`src/design/sqes_pkg.sv`:
```
// Shared types and character codes for the shell quote escape stripper.
package sqes_pkg;

  localparam logic [7:0] CH_SINGLE = 8'h27;
  localparam logic [7:0] CH_DOUBLE = 8'h22;
  localparam logic [7:0] CH_BSLASH = 8'h5C;
  localparam logic [7:0] CH_SPACE  = 8'h20;
  localparam logic [7:0] CH_NUL    = 8'h00;

  localparam int unsigned MAX_RES = 3;

  localparam logic STYLE_SINGLE = 1'b0;
  localparam logic STYLE_DOUBLE = 1'b1;

  // one result item as it leaves the block
  typedef struct packed {
    logic [7:0] data;
    logic       valid;
    logic       last;
  } res_item_t;

  // all results caused by one input byte; last_idx is the count minus one
  typedef struct packed {
    logic [1:0]            last_idx;
    res_item_t [MAX_RES-1:0] items;
  } entry_t;

endpackage

```
`src/design/sqes_front.sv`:
```
// Front end: quote/escape/space parsing state and result grouping per input byte.
module sqes_front (
  input  logic            clk,
  input  logic            rst_n,
  input  logic            cfg_valid,
  output logic            cfg_ready,
  input  logic            cfg_data,
  input  logic            accept,
  input  logic [7:0]      in_byte,
  input  logic            in_last,
  output logic            push,
  output sqes_pkg::entry_t entry
);
  import sqes_pkg::*;

  logic       style_r;
  logic       quoted_r, quoted_nxt;
  logic       esc_r, esc_nxt;
  logic       pps_r, pps_nxt;
  logic       held_r, held_nxt;
  logic       do_bs, do_ch;
  logic [1:0] n;
  logic [7:0] qch;
  res_item_t [MAX_RES-1:0] items;

  assign cfg_ready = 1'b1;
  assign qch = (style_r == STYLE_DOUBLE) ? CH_DOUBLE : CH_SINGLE;

  always_comb begin
    quoted_nxt = quoted_r;
    esc_nxt    = esc_r;
    pps_nxt    = pps_r;
    held_nxt   = held_r;
    do_bs      = 1'b0;
    do_ch      = 1'b0;
    items      = '0;
    n          = 2'd0;

    if (esc_r) begin
      // escaped byte always follows double-quote escape rules
      esc_nxt = 1'b0;
      pps_nxt = 1'b0;
      if (in_byte != CH_NUL) begin
        do_ch = 1'b1;
        do_bs = quoted_r && (in_byte != CH_BSLASH) && (in_byte != CH_DOUBLE);
      end
    end else if (in_byte == qch) begin
      quoted_nxt = !quoted_r;
      pps_nxt    = 1'b0;
    end else if ((style_r == STYLE_DOUBLE) && (in_byte == CH_BSLASH)) begin
      esc_nxt = 1'b1;
      pps_nxt = 1'b0;
    end else if (quoted_r) begin
      do_ch   = 1'b1;
      pps_nxt = 1'b0;
    end else if (in_byte == CH_SPACE) begin
      do_ch   = !pps_r;
      pps_nxt = 1'b1;
    end else begin
      do_ch   = 1'b1;
      pps_nxt = 1'b0;
    end

    // a held space is released only when another character follows
    if (do_bs) begin
      if (held_nxt) begin
        items[n] = '{data: CH_SPACE, valid: 1'b1, last: 1'b0};
        n = n + 2'd1;
      end
      held_nxt = 1'b0;
      items[n] = '{data: CH_BSLASH, valid: 1'b1, last: 1'b0};
      n = n + 2'd1;
    end
    if (do_ch) begin
      if (held_nxt) begin
        items[n] = '{data: CH_SPACE, valid: 1'b1, last: 1'b0};
        n = n + 2'd1;
      end
      if (in_byte == CH_SPACE) begin
        held_nxt = 1'b1;
      end else begin
        held_nxt = 1'b0;
        items[n] = '{data: in_byte, valid: 1'b1, last: 1'b0};
        n = n + 2'd1;
      end
    end

    if (in_last) begin
      if (n != 2'd0) begin
        items[n - 2'd1].last = 1'b1;
      end else begin
        items[0] = '{data: CH_NUL, valid: 1'b0, last: 1'b1};
        n = 2'd1;
      end
      quoted_nxt = 1'b0;
      esc_nxt    = 1'b0;
      pps_nxt    = 1'b0;
      held_nxt   = 1'b0;
    end
  end

  assign push           = accept && (n != 2'd0);
  assign entry.items    = items;
  assign entry.last_idx = n - 2'd1;

  always_ff @(posedge clk) begin
    if (!rst_n) begin
      style_r  <= STYLE_DOUBLE;
      quoted_r <= 1'b0;
      esc_r    <= 1'b0;
      pps_r    <= 1'b0;
      held_r   <= 1'b0;
    end else begin
      if (cfg_valid) begin
        style_r <= cfg_data;
      end
      if (accept) begin
        quoted_r <= quoted_nxt;
        esc_r    <= esc_nxt;
        pps_r    <= pps_nxt;
        held_r   <= held_nxt;
      end
    end
  end

endmodule

```
`src/design/sqes_fifo.sv`:
```
// Small queue of result groups between the parser and the output serializer.
module sqes_fifo #(
  parameter int unsigned DEPTH = 4
) (
  input  logic             clk,
  input  logic             rst_n,
  input  logic             push,
  input  sqes_pkg::entry_t wdata,
  input  logic             pop,
  output sqes_pkg::entry_t rdata,
  output logic             full,
  output logic             empty
);
  import sqes_pkg::*;

  localparam int unsigned PW = (DEPTH > 1) ? $clog2(DEPTH) : 1;
  localparam int unsigned CW = $clog2(DEPTH + 1);
  localparam logic [PW-1:0] LAST_PTR = PW'(DEPTH - 1);
  localparam logic [CW-1:0] FULL_CNT = CW'(DEPTH);

  entry_t        slots_r [DEPTH];
  logic [PW-1:0] wr_ptr_r, rd_ptr_r;
  logic [CW-1:0] count_r;

  assign full  = (count_r == FULL_CNT);
  assign empty = (count_r == '0);
  assign rdata = slots_r[rd_ptr_r];

  always_ff @(posedge clk) begin
    if (push) begin
      slots_r[wr_ptr_r] <= wdata;
    end
  end

  always_ff @(posedge clk) begin
    if (!rst_n) begin
      wr_ptr_r <= '0;
      rd_ptr_r <= '0;
      count_r  <= '0;
    end else begin
      if (push) begin
        wr_ptr_r <= (wr_ptr_r == LAST_PTR) ? '0 : wr_ptr_r + PW'(1);
      end
      if (pop) begin
        rd_ptr_r <= (rd_ptr_r == LAST_PTR) ? '0 : rd_ptr_r + PW'(1);
      end
      if (push && !pop) begin
        count_r <= count_r + CW'(1);
      end else if (pop && !push) begin
        count_r <= count_r - CW'(1);
      end
    end
  end

endmodule

```
`src/design/sqes_back.sv`:
```
// Back end: walks each queued group one result at a time into the output register.
module sqes_back (
  input  logic             clk,
  input  logic             rst_n,
  input  sqes_pkg::entry_t head,
  input  logic             q_empty,
  output logic             pop,
  output logic             out_tvalid,
  input  logic             out_tready,
  output logic [7:0]       out_tdata,
  output logic             out_tuser,
  output logic             out_tlast
);
  import sqes_pkg::*;

  logic [1:0] idx_r;
  logic       tvalid_r;
  res_item_t  item_r;
  logic       load;

  assign load = !q_empty && (!tvalid_r || out_tready);
  assign pop  = load && (idx_r == head.last_idx);

  always_ff @(posedge clk) begin
    if (!rst_n) begin
      idx_r    <= 2'd0;
      tvalid_r <= 1'b0;
    end else begin
      if (load) begin
        tvalid_r <= 1'b1;
        idx_r    <= pop ? 2'd0 : idx_r + 2'd1;
      end else if (out_tready) begin
        tvalid_r <= 1'b0;
      end
    end
  end

  always_ff @(posedge clk) begin
    if (load) begin
      item_r <= head.items[idx_r];
    end
  end

  assign out_tvalid = tvalid_r;
  assign out_tdata  = item_r.data;
  assign out_tuser  = item_r.valid;
  assign out_tlast  = item_r.last;

endmodule

```
`src/design/shell_quote_escape_stripper_core.sv`:
```
// An accepted byte's results are written into the result queue and then loaded into the output register.
// Throughput: one input byte per cycle while the result queue has room; results
// leave one per cycle while out_tready is high, and one byte can make up to three results.
// The queue depth (QUEUE_DEPTH groups) absorbs these bursts.
// Reset (rst_n low, synchronous) clears parse state, queue and output; quote_style -> 1.
module shell_quote_escape_stripper_core #(
  parameter int unsigned QUEUE_DEPTH = 4
) (
  input  logic       clk,
  input  logic       rst_n,
  input  logic       cfg_valid,
  output logic       cfg_ready,
  input  logic       cfg_data,    // quote_style
  input  logic       in_tvalid,
  output logic       in_tready,
  input  logic [7:0] in_tdata,    // [7:0] in_byte
  input  logic       in_tlast,
  output logic       out_tvalid,
  input  logic       out_tready,
  output logic [7:0] out_tdata,   // [7:0] out_byte
  output logic       out_tuser,   // [0] out_valid
  output logic       out_tlast
);
  import sqes_pkg::*;

  logic   accept, push, pop, q_full, q_empty;
  entry_t wentry, head;

  assign in_tready = !q_full;
  assign accept    = in_tvalid && in_tready;

  sqes_front u_front (
    .clk       (clk),
    .rst_n     (rst_n),
    .cfg_valid (cfg_valid),
    .cfg_ready (cfg_ready),
    .cfg_data  (cfg_data),
    .accept    (accept),
    .in_byte   (in_tdata),
    .in_last   (in_tlast),
    .push      (push),
    .entry     (wentry)
  );

  sqes_fifo #(.DEPTH(QUEUE_DEPTH)) u_fifo (
    .clk   (clk),
    .rst_n (rst_n),
    .push  (push),
    .wdata (wentry),
    .pop   (pop),
    .rdata (head),
    .full  (q_full),
    .empty (q_empty)
  );

  sqes_back u_back (
    .clk        (clk),
    .rst_n      (rst_n),
    .head       (head),
    .q_empty    (q_empty),
    .pop        (pop),
    .out_tvalid (out_tvalid),
    .out_tready (out_tready),
    .out_tdata  (out_tdata),
    .out_tuser  (out_tuser),
    .out_tlast  (out_tlast)
  );

endmodule

```
`config.mk`:
```
export PLATFORM = sky130hd
export DESIGN_NAME = shell_quote_escape_stripper_core
export DESIGN_NICKNAME = d
export VERILOG_FILES = /design/src/design/sqes_pkg.sv /design/src/design/sqes_front.sv /design/src/design/sqes_fifo.sv /design/src/design/sqes_back.sv /design/src/design/shell_quote_escape_stripper_core.sv
export SDC_FILE = /design/constraint.sdc
export NUM_CORES = 1
export LEC_CHECK = 0
export BUFFER_PORTS_ARGS = -buffer_cell sky130_fd_sc_hd__buf_2
export CORE_MARGIN = 8
export CORE_UTILIZATION = 64
export CTS_BUF_LIST = sky130_fd_sc_hd__clkbuf_4
export DETAILED_ROUTE_END_ITERATION = 10
export PLACE_DENSITY = 0.82
export SYNTH_ARGS = -nofsm -noshare
export SYNTH_HDL_FRONTEND = slang
export SYNTH_SLANG_ARGS = --single-unit
```
`constraint.sdc`:
```
create_clock -name clk -period 4.7 [get_ports clk]
set_input_delay 0.705 -clock clk [delete_from_list [all_inputs] [get_ports clk]]
set_output_delay 0.705 -clock clk [all_outputs]
set_load 0.005 [all_outputs]
```
==> impl_results.md, run 1 <==
- Outcome: completed
- Max Cap Viol: 0
- Syn Nets: 453
- Initial core utilization: 65.7%
- Hpwl dp: 8410 microns
- Mux cell area share after synthesis: 13.1%
- HP Class: in -> reg
- PnR worst setup slack: 685 ps
- CTS root buf: clkbuf_4
- Measured slew at the worst slew-check pin: 555 ps
- Leakage: 2.53 nW
- Adder-Cell Fraction of Synth Area: 2.69%
- RSZ-0062 raised after global routing: no
- Die Ht: 119 microns
- CTS H-tree lvls: 4
- Number of global-route vias before repair: 3936
- Async set-reset flop share out of synthesis: 0%
- Worst Path Arrival: 4500 ps
- Fill cell count: 642
- Drt drc: 0
- Tmin final: 4020 ps
- Number of routed nets with antenna violations: 0
- Main combinational cell family by area after synthesis: multiplexers
- Pwr dens: 448 mW/mm^2
- Final net count: 491
- FMAX: 249 MHz
- Critical path class: reg -> reg
- Synth cell types: 59
- Synth Flop Type: edfxtp_1
- Pint: 2.35 mW
- Xor-xnor portion of the synthesized cell area: 0.774%
- Synth Cell Area: 0.00679 sq mm
- CTS Hold Buffers Added: 0
- Reg clk slew, reported paths: 130 ps
- Critical path peak fanout: 12
- Met3 global-route usage: 5.72%
- Relative slew slack: 62.9%
- Met1 usage: 22.9%
- Mapped Cells: 424
- # clock sinks: 155
- Port bufs: 26
- Initial DRC Count: 369
- Final hold vios: 0
- Share of layout cells above drive strength 1: 25.9%
- Crit path launch type: flop
- Clk_skew: 20.9 ps
- GR Util met2: 31.9%
- I/O pin cnt: 28
- Count of final setup violators: 0
- First-pass GRT wire length: 20700 microns
- Sw Pwr: 0.951 mW
- Most frequent cells in the layout: edfxtp_1 (138), mux4_2 (32), buf_2 (26)
- Pin count of the biggest net entering global routing: 33
- Synth Area in Compound Gates: 5.90%
- Placed Area: 0.00707 sq mm
- Synth-to-layout area growth: 8.42%
- WP data required: 5180 ps
- Avg WL per Cell: 21.2 microns
- Initial antenna violation count: 0
- Drt pass-1 iters: 5
- DIE AREA: 0.0142 sq mm
- GPL Wtd Cong: 0.936
- CTS tree: done
- CTS Buf Count: 17
- GRT Total Usage: 19.1%
- Vias after detailed routing: 3839
- Gr ovfl total: 0
- Final Cell Area: 0.00736 sq mm
- Peak VDD IR: 0.334 mV
- Combinational power share: 21.7%
- EDFF count, synth: 138
- Post-synthesis simple-gate area fraction: 8.39%
- Sw frac: 28.8%
- Yosys reg bits: 155
- Total length of routed wires: 12900 microns
- Sequential area share after synthesis: 66.1%
- Seq pwr share: 53.6%
- Core ar.: 0.0103 sq mm
- Final Cycle Share: 85.4%
- Hold Slack: 368 ps
- Pre-CTS setup slack: 215 ps
- Syn avg cell area: 16.0 sq um
- Most used routing layer: met2
- Clock Latency Late Sink: 550 ps
- Synth warnings: 0
- Final Max Tran Viols: 0
- Antenna cell count: 0
- Commonest non-fill, non-tap cell in the layout: edfxtp_1
- FP Rows: 37
- Post-CTS Setup Inserts: 0
- Die width: 119 microns
- Clk pwr share: 24.7%
- Worst Setup End Kind: flop
- Setup TNS: 0 ps
- Clock Tree Buf Depth: 2
- PostCTS Resize Cnt: 0
- Vias per cell: 6.28
- R2r setup slk: 680 ps
-- per-stage QoR --
step | util (%) | cells | power (mW)
2_1_floorplan | - | 424 | 2.27
3_3_place_gp | 68.5 | 579 | 2.50
3_5_place_dp | 68.5 | 579 | 2.53
4_1_cts | 71.3 | 611 | 3.33
5_1_grt | 71.3 | 611 | 3.45
6_report | 71.3 | 611 | 3.30
-- cells in the mapped netlist, types with 7 or more instances --
cell type | instances | share of area [%]
inv_1 | 22 | 1.2
ha_1 | 13 | 2.4
o21ai_0 | 10 | 0.74
mux2i_1 | 15 | 2.2
mux4_2 | 32 | 11
o22ai_1 | 10 | 0.92
nor2_1 | 16 | 0.88
and3_1 | 7 | 0.65
clkbuf_1 | 11 | 0.61
dfxtp_1 | 17 | 5.0
edfxtp_1 | 138 | 61
a21oi_1 | 17 | 1.3
nand3_1 | 9 | 0.66
nand2_1 | 19 | 1.1
nand4_1 | 7 | 0.65
-- registers in the layout (all words and copies together) (netlist names), 2 cells and up, named ones only --
signal	cells
u_back.out_tdata	8
u_fifo.slots_r	128
u_fifo.wr_ptr_r	2
u_fifo.rd_ptr_r	2
u_fifo.count_r	3
u_back.idx_r	2
-- per-layer routing --
layer	wire length (microns)	share of wire (%)
met5	0	0
met3	818	6.3
met1	5280	41
met2	6590	51
met4	251	1.9
-- cell families (layout without fill, tap and decap cells) --
family	Yosys count	count (layout)
flip-flops	155	155
buffers and inverters	43	94
AO/OA/AOI/OAI	59	59
multiplexers	48	48
other	1	1
AND/OR/NAND/NOR	98	98
adder cells (fa/ha/maj)	14	14
XOR/XNOR	6	6
-- critical path, stage by stage (launching register included) --
cell      delay (ps)
dfxtp_1          440
inv_1            140
a21oi_1          320
and4_1           330
ha_1             430
inv_1            210
a21oi_1          200
a21oi_1           60
ha_1             210
nor2_1           290
ha_1             250
inv_1             60
fa_1             370
xor2_1           180
or3_1            300
a21boi_0         150
-- area by class of cell --
type                    count  area [sq um]  share of cell area, %
repair buffers             40           235                   3.20
inverters                  22          82.6                   1.12
clock buffers              17           128                   1.73
multi-input cells         226          2090                   28.5
clock inverters            15           164                   2.23
well taps                 136           170                   2.31
flip-flops and latches    155          4490                   60.9
-- power groups by stage --
stage / clock (mW) / combinational [mW] / sequential (mW)
final: 0.816 / 0.716 / 1.77
after global routing: 0.884 / 0.786 / 1.78
after CTS: 0.830 / 0.729 / 1.77
after detailed placement: 0 / 0.727 / 1.80
after global placement: 0 / 0.711 / 1.79
after floorplan: 0 / 0.484 / 1.79
-- final timing paths --
| check | start | endpoint | cells past startpoint |
|---|---|---|---|
| setup / recovery | u_front.esc_r | u_fifo.count_r[2] | 15 |
| hold reg to reg | u_back.out_tvalid | u_back.out_tvalid | 2 |
| setup reg to reg | u_front.esc_r | u_fifo.count_r[2] | 15 |
| hold / removal | cfg_data | u_front.style_r | 3 |
(Power assumes the default switching activity.)
==> run 2, diff against run 1 <==
GPL_TIMING_DRIVEN = 1   (was default)
REMOVE_ABC_BUFFERS = 1   (was default)
==> impl_results.md, run 2 (same netlist as run 1, synthesis figures left out) <==
- Number of global-route vias before repair: 4071 (+3.4%)
- Pint: 2.47 mW (+5.2%)
- DIE AREA: 0.0142 sq mm (unchanged)
- Critical path's slowest cell: ha_1
- Clock Tree Buf Depth: 2 (unchanged)
- CP Launch Point: in_tdata[0]
- Critical path class: in -> reg
- First-pass GRT wire length: 22000 microns (+6.3%)
- Commonest non-fill, non-tap cell in the layout: edfxtp_1
- # clock sinks: 155 (unchanged)
- Initial core utilization: 65.7% (unchanged)
- Drt drc: 0 (unchanged)
- Placed Area: 0.00710 sq mm (+0.48%)
- Clk_skew: 17.9 ps (-3.00 ps)
- Final Cycle Share: 87.0% (+1.6 points)
- CTS Buf Count: 17 (unchanged)
- Crit path cell chain: buf_2 -> nor4_2 -> a21oi_1 -> and4_1 -> ha_1 -> nor2b_1 -> o21ai_0 -> nand3_1 -> nand2_1 -> ha_1 -> nor2_1 -> buf_4 -> ha_1 -> inv_1 -> fa_1 -> xor2_1 -> or3_1 -> a21boi_0
- Hold Crit Depth: 3 (unchanged)
- Max Cap Viol: 0 (unchanged)
- Largest reg by FF count: u_fifo.slots_r
- GPL Wtd Cong: 0.955 (+2.0%)
- Post-CTS Setup Inserts: 0 (unchanged)
- R2r endpoint: u_fifo.count_r[2]
- FMAX: 244 MHz (-1.9%)
- Final hold vios: 0 (unchanged)
- CTS Hold Buffers Added: 0 (unchanged)
- Max reg flops: 128 (unchanged)
- Gr ovfl total: 0 (unchanged)
- FP Rows: 37 (unchanged)
- Critical path peak fanout: 11 (-1)
- Worst r2r path cells: 17 (+2)
- Synth-to-layout area growth: 9.70%
- GRT Total Usage: 20.3% (+1.2 points)
- PnR worst setup slack: 609 ps (-76.1 ps)
- I/O pin cnt: 28 (unchanged)
- Relative slew slack: 43.8% (-19 points)
- CP top delay family: simple AND/OR/NAND/NOR gates
- Leakage: 2.57 nW (+1.6%)
- Vias per cell: 6.40 (+1.8%)
- Clk pwr share: 27.3% (+2.6 points)
- Buffering stage count on the worst path with inverters included: 3 (unchanged)
- Reg clk slew, reported paths: 140 ps (about the same)
- HP Class: in -> reg
- Die width: 119 microns (unchanged)
- Worst Setup End Kind: flop
- WP data required: 5150 ps (-30 ps)
- Total length of routed wires: 13900 microns (+7.4%)
- Count of final setup violators: 0 (unchanged)
- Vias after detailed routing: 3934 (+2.5%)
- Critical path depth in cells: 18 (+3)
- R2r setup slk: 680 ps (about the same)
- Number of routed nets with antenna violations: 0 (unchanged)
- CTS tree: done
- CTS root buf: clkbuf_4
- Share of layout cells above drive strength 1: 26.7% (+0.83 points)
- CP Capture Point: u_fifo.count_r[2]
- Peak VDD IR: 0.356 mV (+6.6%)
- PostCTS Resize Cnt: 0 (unchanged)
- Pre-CTS setup slack: 91.9 ps (-123 ps)
- Pin count of the biggest net entering global routing: 33 (unchanged)
- RSZ-0062 raised after global routing: no
- Die Ht: 119 microns (unchanged)
- Final Max Tran Viols: 0 (unchanged)
- Outcome: completed
- Critical Path Most Common Cell: ha_1
- Final Util: 72.1% (+0.84 points)
- Measured slew at the worst slew-check pin: 841 ps (+286 ps)
- Sw Pwr: 0.976 mW (+2.6%)
- Most frequent cells in the layout: edfxtp_1 (138), mux4_2 (32), buf_2 (26)
- R2r startpoint: u_front.esc_r
- Initial DRC Count: 563 (+53%)
- Drt pass-1 iters: 5 (unchanged)
- Final Cell Area: 0.00745 sq mm (+1.2%)
- Worst Path Arrival: 4540 ps (+40 ps)
- Critical Path Max Stage Delay: 530 ps (+90 ps)
- Pwr Total: 3.45 mW (+4.5%)
- Sw frac: 28.3% (-0.50 points)
- Antenna cell count: 0 (unchanged)
- Pwr dens: 463 mW/mm^2 (+3.2%)
- CTS H-tree lvls: 4 (unchanged)
- Setup TNS: 0 ps (unchanged)
- Tmin final: 4090 ps (+76.1 ps)
- Port bufs: 26 (unchanged)
- Hpwl dp: 8490 microns (+0.92%)
- Core ar.: 0.0103 sq mm (unchanged)
- Initial antenna violation count: 0 (unchanged)
- Seq pwr share: 52.0% (-1.6 points)
- Combinational power share: 20.7% (-1.0 points)
- Crit path launch type: primary input
- Final net count: 495 (+0.81%)
- Avg WL per Cell: 22.6 microns (+6.7%)
- Clock Latency Late Sink: 530 ps (-20 ps)
## run 2: through the flow
stage | hold slack, ps | std cells
3_3_place_gp | 454 | 583
3_5_place_dp | 465 | 583
4_1_cts | 350 | 615
2_1_floorplan | 441 | 403
5_1_grt | 360 | 615
6_report | 391 | 615
## run 2: worst min-delay path by stage
stage	start	endpoint	slack, ps
floorplan	u_front.pps_r	u_front.pps_r	440
global placement	u_front.pps_r	u_front.pps_r	450
detailed placement	u_front.pps_r	u_front.pps_r	460
CTS	cfg_data	u_front.style_r	350
global route	cfg_data	u_front.style_r	360
finish	cfg_data	u_front.style_r	390
## run 2: layer usage
layer | global-route usage [%] | part of all wire [%] | vias to the layer above
li1 | - | - | 1740
met1 | 25.9 | 42 | 2010
met2 | 33.2 | 50 | 155
met3 | 4.06 | 5.2 | 29
met4 | 8.93 | 2.7 | 0
met5 | 0 | 0 | -
## run 2: worst register-to-register path: stages, from the launching register on
cell      delay [ps]
dfxtp_1          450
inv_1            130
a21oi_1          310
and4_1           320
ha_1             390
buf_4            230
xnor2_1          120
nand3_1           70
nand2_1          120
ha_1             250
nor2_1           110
buf_4            140
ha_1             180
inv_1             60
fa_1             370
xor2_1           180
or3_1            300
a21boi_0         210
## run 2: layout make-up
type | count | area, sq um
repair buffers | 44 | 265
flip-flops and latches | 155 | 4490
well taps | 136 | 170
clock buffers | 18 | 135
clock inverters | 14 | 209
inverters | 22 | 82.6
multi-input cells | 226 | 2100
fillers | 639 | 2880
## run 2: power by group through the flow
| stage | Clock (mW) | Combinational (mW) | Sequential, mW |
|---|---|---|---|
| after floorplan | 0 | 0.416 | 1.84 |
| after global placement | 0 | 0.696 | 1.81 |
| after detailed placement | 0 | 0.714 | 1.82 |
| after CTS | 0.949 | 0.723 | 1.79 |
| after global routing | 1.00 | 0.778 | 1.81 |
| final | 0.942 | 0.713 | 1.79 |
==> run 3, diff against run 2 <==
CORE_ASPECT_RATIO = 1.2   (was default)
CORE_MARGIN = 10   (was 8)
==> impl_results.md, run 3 (same netlist as run 1, synthesis figures left out) <==
- GPL Wtd Cong: 0.887 (-7.2%)
- Sw frac: 27.6% (-0.68 points)
- CTS Buf Count: 17 (unchanged)
- Number of global-route vias before repair: 4068 (-0.074%)
- I/O pin cnt: 28 (unchanged)
- Final Cell Area: 0.00736 sq mm (-1.2%)
- Combinational power share: 21.8% (+1.1 points)
- Pre-CTS setup slack: 347 ps (+255 ps)
- Max Cap Viol: 0 (unchanged)
- Tmin final: 3920 ps (-170 ps)
- Leakage: 2.55 nW (-1.0%)
- PostCTS Resize Cnt: 0 (unchanged)
- Crit path launch type: flop
- CTS tree: done
- Core ar.: 0.0105 sq mm (+1.4%)
- HP Class: in -> reg
- Gr ovfl total: 0 (unchanged)
- Outcome: completed
- Initial DRC Count: 302 (-46%)
- Clock Latency Late Sink: 530 ps (about the same)
- Worst Setup End Kind: flop
- Sw Pwr: 0.896 mW (-8.2%)
- Setup TNS: 0 ps (unchanged)
- Final hold vios: 0 (unchanged)
- Post-CTS Setup Inserts: 0 (unchanged)
- Reg clk slew, reported paths: 120 ps (-20 ps)
- RSZ-0062 raised after global routing: no
- Initial core utilization: 64.9% (-0.89 points)
- FP Rows: 41 (+11%)
- Drt drc: 0 (unchanged)
- # clock sinks: 155 (unchanged)
- Pint: 2.35 mW (-5.0%)
- DIE AREA: 0.0151 sq mm (+7.0%)
- Final Max Tran Viols: 0 (unchanged)
- Final Cycle Share: 83.4% (-3.6 points)
- Drt pass-1 iters: 5 (unchanged)
- Synth-to-layout area growth: 8.39%
- CTS Hold Buffers Added: 0 (unchanged)
- Vias per cell: 6.33 (-1.1%)
- Max reg flops: 128 (unchanged)
- Most frequent cells in the layout: edfxtp_1 (138), mux4_2 (32), buf_2 (26)
- Largest reg by FF count: u_fifo.slots_r
- FMAX: 255 MHz (+4.3%)
- CTS H-tree lvls: 4 (unchanged)
- Avg WL per Cell: 22.0 microns (-2.7%)
- Count of final setup violators: 0 (unchanged)
- Placed Area: 0.00709 sq mm (-0.18%)
- Die width: 114 microns (-4.2%)
- Clk pwr share: 23.3% (-4.0 points)
- Pin count of the biggest net entering global routing: 33 (unchanged)
- WP data required: 5150 ps (about the same)
- Clock Tree Buf Depth: 2 (unchanged)
- PnR worst setup slack: 779 ps (+170 ps)
- Port bufs: 26 (unchanged)
- First-pass GRT wire length: 21700 microns (-1.4%)
- Clk_skew: 21.7 ps (+3.78 ps)
- Worst Path Arrival: 4380 ps (-160 ps)
- Peak VDD IR: 0.346 mV (-2.8%)
- Number of routed nets with antenna violations: 0 (unchanged)
- Critical path peak fanout: 15 (+4)
- Final net count: 495 (unchanged)
- Total length of routed wires: 13400 microns (-3.8%)
- R2r setup slk: 780 ps (+100 ps)
- CTS root buf: clkbuf_4
- Seq pwr share: 54.9% (+2.9 points)
- Pwr dens: 441 mW/mm^2 (-4.8%)
- Measured slew at the worst slew-check pin: 757 ps (-84.5 ps)
- Relative slew slack: 49.5% (+5.6 points)
- Hpwl dp: 8710 microns (+2.6%)
- Antenna cell count: 0 (unchanged)
- GRT Total Usage: 18.6% (-1.7 points)
- Final Util: 70.3% (-1.8 points)
- Critical path class: reg -> reg
- Die Ht: 133 microns (+12%)
- Share of layout cells above drive strength 1: 26.1% (-0.63 points)
- Vias after detailed routing: 3848 (-2.2%)
- Commonest non-fill, non-tap cell in the layout: edfxtp_1
- Initial antenna violation count: 0 (unchanged)
-- run 3: final timing paths --
check,start,end,depth (start not counted)
setup reg to reg,u_front.esc_r,u_fifo.count_r[2],18
setup / recovery,u_front.esc_r,u_fifo.count_r[2],18
hold / removal,cfg_data,u_front.style_r,3
hold reg to reg,u_back.out_tvalid,u_back.out_tvalid,2
-- run 3: power groups by stage --
| stage | Sequential [mW] | Combinational (mW) | Clock, mW |
|---|---|---|---|
| after detailed placement | 1.82 | 0.718 | 0 |
| final | 1.78 | 0.708 | 0.754 |
| after CTS | 1.79 | 0.722 | 0.771 |
| after floorplan | 1.84 | 0.416 | 0 |
| after global placement | 1.80 | 0.698 | 0 |
| after global routing | 1.80 | 0.783 | 0.825 |
-- run 3: per-stage QoR --
| step | total power [mW] | hold WS (ps) | std cells |
|---|---|---|---|
| CTS | 3.28 | 364 | 608 |
| global placement | 2.50 | 462 | 576 |
| floorplan | 2.26 | 441 | 403 |
| global route | 3.41 | 383 | 608 |
| finish | 3.24 | 408 | 608 |
| detailed placement | 2.53 | 493 | 576 |
-- run 3: layout make-up --
cell class	instances	area, sq um
Clock buffer	19	143
Clock inverter	13	125
Fill cell	721	3110
Inverter	22	82.6
Multi-Input combinational cell	226	2090
Sequential cell	155	4490
Tap cell	129	161
Timing Repair Buffer	44	265
-- run 3: critical path, cell delays in order (launching register included) --
cell      delay [ps]
dfxtp_1          440
inv_1            130
a21oi_1          320
and4_1           330
ha_1             260
buf_4            190
nor2_1           100
o21ai_0           80
nand3_1           90
nand2_1          110
ha_1             250
nor2_1           110
buf_4            150
ha_1             180
inv_1             60
fa_1             370
xor2_1           180
or3_1            310
a21boi_0         170
-- run 3: per-layer routing --
metal | GRT usage, % | up-vias | wire, microns
met5 | 0 | - | 0
met4 | 7.04 | 0 | 342
met3 | 4.25 | 32 | 804
met2 | 30.6 | 137 | 6880
met1 | 23.3 | 1939 | 5340
li1 | - | 1740 | -
